### src/hdl/rmq_pkg.sv
`timescale 1ns / 1ps
// ----------------------------------------------------------------------------
// rmq_pkg
// Shared constants and the branch code of the matrix to quaternion pipeline.
// ----------------------------------------------------------------------------
package rmq_pkg;

  localparam int DATA_WIDTH_DEF = 32;
  localparam int NUM_PARTS      = 3;

  typedef enum logic [1:0] {
    BR_TRACE = 2'd0,
    BR_Y     = 2'd1,
    BR_Z     = 2'd2,
    BR_X     = 2'd3
  } branch_e;

endpackage

### src/hdl/rmq_sqrt.sv
`timescale 1ns / 1ps
// ----------------------------------------------------------------------------
// rmq_sqrt
// Pipelined digit-by-digit square root, one root bit per register stage.
// ----------------------------------------------------------------------------
module rmq_sqrt #(
  parameter int DATA_WIDTH = rmq_pkg::DATA_WIDTH_DEF,
  parameter int SB_W       = 1
) (
  input  logic                  clk_i,
  input  logic                  rst_ni,
  input  logic                  en_i,
  input  logic                  valid_i,
  input  logic [DATA_WIDTH:0]   rad_i,
  input  logic [SB_W-1:0]       sb_i,
  output logic                  valid_o,
  output logic [DATA_WIDTH-1:0] root_o,
  output logic [SB_W-1:0]       sb_o
);

  localparam int W  = DATA_WIDTH;
  localparam int F  = W - 2;
  localparam int AW = 2 * W;
  localparam int RW = W + 4;

  logic [AW-1:0]   rad_in [W];
  logic [RW-1:0]   rem_in [W];
  logic [W-1:0]    root_in [W];
  logic            v_in [W];
  logic [SB_W-1:0] sb_in [W];

  logic [AW-1:0]   rad_q [W];
  logic [RW-1:0]   rem_q [W];
  logic [W-1:0]    root_q [W];
  logic            v_q [W];
  logic [SB_W-1:0] sb_q [W];

  for (genvar j = 0; j < W; j++) begin : g_stage
    localparam int HI = AW - 1 - 2 * j;
    logic [RW-1:0] cur, trial, rem_d;
    logic [W-1:0]  root_d;

    if (j == 0) begin : g_first
      // The radicand is scaled by the fraction bits before the root is taken.
      assign rad_in[j]  = {1'b0, rad_i, {F{1'b0}}};
      assign rem_in[j]  = '0;
      assign root_in[j] = '0;
      assign v_in[j]    = valid_i;
      assign sb_in[j]   = sb_i;
    end else begin : g_next
      assign rad_in[j]  = rad_q[j-1];
      assign rem_in[j]  = rem_q[j-1];
      assign root_in[j] = root_q[j-1];
      assign v_in[j]    = v_q[j-1];
      assign sb_in[j]   = sb_q[j-1];
    end

    always_comb begin
      cur   = {rem_in[j][RW-3:0], rad_in[j][HI -: 2]};
      trial = RW'({root_in[j], 2'b01});
      if (cur >= trial) begin
        rem_d  = cur - trial;
        root_d = {root_in[j][W-2:0], 1'b1};
      end else begin
        rem_d  = cur;
        root_d = {root_in[j][W-2:0], 1'b0};
      end
    end

    always_ff @(posedge clk_i or negedge rst_ni) begin
      if (!rst_ni) begin
        v_q[j] <= 1'b0;
      end else if (en_i) begin
        v_q[j] <= v_in[j];
      end
    end

    always_ff @(posedge clk_i) begin
      if (en_i) begin
        rad_q[j]  <= rad_in[j];
        rem_q[j]  <= rem_d;
        root_q[j] <= root_d;
        sb_q[j]   <= sb_in[j];
      end
    end
  end

  assign valid_o = v_q[W-1];
  assign root_o  = root_q[W-1];
  assign sb_o    = sb_q[W-1];

endmodule

### config.mk
export PLATFORM = sky130hd
export DESIGN_NAME = rmq_sqrt
export DESIGN_NICKNAME = d
export VERILOG_FILES = /design/src/hdl/rmq_pkg.sv /design/src/hdl/rmq_sqrt.sv
export SDC_FILE = /design/constraint.sdc
export NUM_CORES = 2
export LEC_CHECK = 0
export BUFFER_PORTS_ARGS = -buffer_cell sky130_fd_sc_hd__buf_2
export CAP_MARGIN = 20
export CORE_ASPECT_RATIO = 1.25
export CORE_MARGIN = 1.5
export CORE_UTILIZATION = 64
export CTS_CLUSTER_DIAMETER = 30
export DETAILED_ROUTE_END_ITERATION = 8
export GPL_TIMING_DRIVEN = 0
export PLACE_DENSITY_LB_ADDON = 0.3
export SYNTH_ARGS = -nofsm -noshare
export SYNTH_HDL_FRONTEND = slang
export SYNTH_MEMORY_MAX_BITS = 65536
export SYNTH_SLANG_ARGS = --single-unit
export TNS_END_PERCENT = 20
### constraint.sdc
create_clock -name clk_i -period 3.8 [get_ports clk_i]
set_input_delay 0.76 -clock clk_i [delete_from_list [all_inputs] [get_ports clk_i]]
set_output_delay 0.76 -clock clk_i [all_outputs]
set_load 0.005 [all_outputs]
==> run_results.csv <==
group,metric,value,unit
setup_path,path_max_fanout,10,
grt,grt_pass1_wl,354,mm
setup_path,endpoint_kind,"flip-flop",
sta,finalWorstSetupSlack,-35.0,ps
grt,grt_pass1_vias,67100,
grt,grt_max_degree,198,
sta,worstMarginPinSlew,1110,ps
clock_network,cts.reportedPaths.clkPinSlew,50,ps
die,start_util,64.4,%
synth,netlist_area,95600,µm²
power,p_total,74.0,mW
status,violations,"setup timing",
synth,synth_area_leader_cell,"edfxtp_1",
grt,groute.usage.overall,29.7,%
drt,drt_iter0_drc,5224,
sta,slew_headroom,25.9,%
power,powerDensity,664,nW/µm²
setup_path,reg2reg_slack,-40,ps
power,peakVddDrop,0.591,mV
clock_network,clock-sinks,1848,
setup_path,startpoint_type,"flip-flop",
synth,synthArstFlopShare,1.73,%
clock_network,cts_tree,"built",
sta,timing.final.crit_share,101,%
placement,portBuffers,71,
synth,yosysSeqAreaShare,57.9,%
placement,pre_cts_ws,-1500,ps
die,die_area,152000,µm²
synth,synth_edf_count,1816,
synth,yosysWarnings,0,
die,core-area,148000,µm²
clock_network,cts_max_level,5,
die,io_pins,72,
die,rows,158,
clock_network,cts_made_buffers,342,
final_layout,finalNetCount,9184,
drt,wl,227,mm
sta,min_period,3840,ps
final_layout,final_common_cell,"edfxtp_1",
synth,synth.distinct_cells,99,
drt,firstDrtPassIters,6,
final_layout,area_growth,16.5,%
drt,detail-route-antenna-nets,0,
synth,synth-seq-cells,1848,
final_layout,design_area,111000,µm²
drt,num_vias,66100,
synth,synth_nets,8701,
sta,setup_viol,1,
final_layout,drive_above_1_share,11.8,%
sta,fmax,261,MHz
synth,synth_top_flop_cell,"edfxtp_1",
final_layout,final_cell_mix,"edfxtp_1 (1,816), inv_1 (665), nand2_1 (586)",
setup_path,arrival,4490,ps
power,p_leak,44.0,nW
synth,synthTopCellsByArea,"edfxtp_1 (57%), ha_1 (7.0%), xor2_1 (3.7%)",
setup_path,required,4450,ps
synth,synth_top_area_share,57.1,%
setup_path,worstSetupPathType,"flip-flop to flip-flop",
hold_path,hold_path_class,"primary input to flip-flop",
drt,drc,0,
die,die_width,349,µm
status,status,"finished with violations",
grt,antenna_found_initial,2,
sta,worst_clock_skew,75.3,ps
sta,hold_violations,0,
drt,wl_per_cell,21.1,µm
synth,synth_cells,8118,
placement,postPlaceCellArea,98600,µm²
grt,overflow,0,
job,cap_violations,0,
die,die_height,435,µm
clock_network,clkLatencyLatePin,970,ps
drt,drt-vias-per-instance,6.13,
sta,drv_slew,0,
clock_network,clk_root_buffer_cell,"clkbuf_16",
synth,syn_avg_cell_area,11.8,µm²
clock_network,clk_path_buf_depth,4,
placement,place_hpwl,157,mm
sta,rsz0062_at_grt,"true",
placement,routabilityCongestion,0.958,
sequential cells by signal, summed over array words and instances, names as in the netlist:
signal	flops
rem_q	984
root_q	518
rad_q	282
sb_q	32
v_in	31
valid_o	1
cell usage after synthesis (all sizes together) (24+ instances only):
cell / instances
o31ai: 47
xnor2: 391
dfrtp: 32
a211oi: 69
or4: 61
mux2: 112
o21ai: 425
nand2b: 84
o21bai: 41
and3: 49
nor2: 580
nor3: 229
or2: 61
nor4: 135
or3: 83
inv: 667
a21o: 225
and2: 24
a31oi: 43
o211ai: 43
buf: 25
o21a: 93
nand2: 589
ha: 531
clkbuf: 133
nor2b: 71
a21oi: 541
nand4: 70
nand3: 136
xor2: 406
edfxtp: 1816
cell families after synthesis:
kind of cell	Yosys count	synth area share (%)
buffers and inverters	827	3.27
adder cells (fa/ha/maj)	545	7.25
XOR/XNOR	797	7.31
flip-flops	1848	57.9
multiplexers	116	1.36
AO/OA/AOI/OAI	1726	11.3
AND/OR/NAND/NOR	2258	11.6
other	1	0.00392
critical path, stage by stage, from the launching register on:
cell	delay, ps
edfxtp_1	470
ha_1	300
fa_2	400
a211oi_2	280
o21ai_1	140
a211oi_2	230
buf_4	170
o21ai_0	180
a21oi_1	280
and3_4	310
clkbuf_1	490
nand2_1	100
o21ai_0	210
through the flow:
step / utilization, % / TNS (ps) / cells / hold slack [ps]
after floorplan: - / 0 / 8118 / 400
after global placement: 66.3 / - / 10100 / 400
after detailed placement: 66.5 / -220470 / 10100 / 405
after CTS: 74.8 / 0 / 10800 / 33.3
after global routing: 75.1 / -884 / 10800 / 62.8
final: 75.1 / -35.0 / 10800 / 88.0
cell type report:
type	instances	area [µm²]
Timing Repair Buffer	142	1210
Multi-Input combinational cell	5443	37700
Fill cell	9290	36900
Antenna cell	1	2.50
Clock buffer	366	8750
Sequential cell	1848	55300
Clock inverter	236	2710
Tap cell	1920	2400
Inverter	669	2520
Buffer	155	739
repair_timing:
item | CTS | global route
setup endpoints to repair | 374 | 418
endpoints found under the hold margin | 65 | 0
hold buffers | 34 | 0
setup buffers | 9 | 14
pin swaps | 9 | 13
cloned | 0 | 0
resized for setup | 127 | 96
power by group:
part	internal (mW)	total [mW]	leakage [nW]	switching, mW
Clock	19.6	30.2	5.52	10.6
Combinational	6.37	15.2	20.9	8.87
Sequential	26.4	28.5	17.6	2.16
worst paths after layout:
check,depth (start not counted),start,end
worst max register to register,12,rem_q[25][0]$_SDFFCE_PP0P_,rem_q[26][18]$_DFFE_PP_
max in group asynchronous,2,rst_ni,v_in[11]$_DFFE_PN0P_
worst min register to register,0,sb_q[0][10]$_DFFE_PP_,sb_q[0][11]$_DFFE_PP_
worst min-delay path,2,valid_i,v_in[30]$_DFFE_PN0P_
worst max-delay path,12,rem_q[25][0]$_SDFFCE_PP0P_,rem_q[26][18]$_DFFE_PP_
min in group asynchronous,2,rst_ni,v_in[23]$_DFFE_PN0P_
layer usage:
layer	part of all wire, %	wire (µm)	vias up	GRT usage [%]
met4	7.6	17200	2	21.2
met1	35	79200	31700	31.0
met5	0.0057	13	-	0
met3	5.1	11600	895	4.75
li1	-	-	30900	-
met2	52	119000	2524	54.1
(Power assumes the default switching activity.)
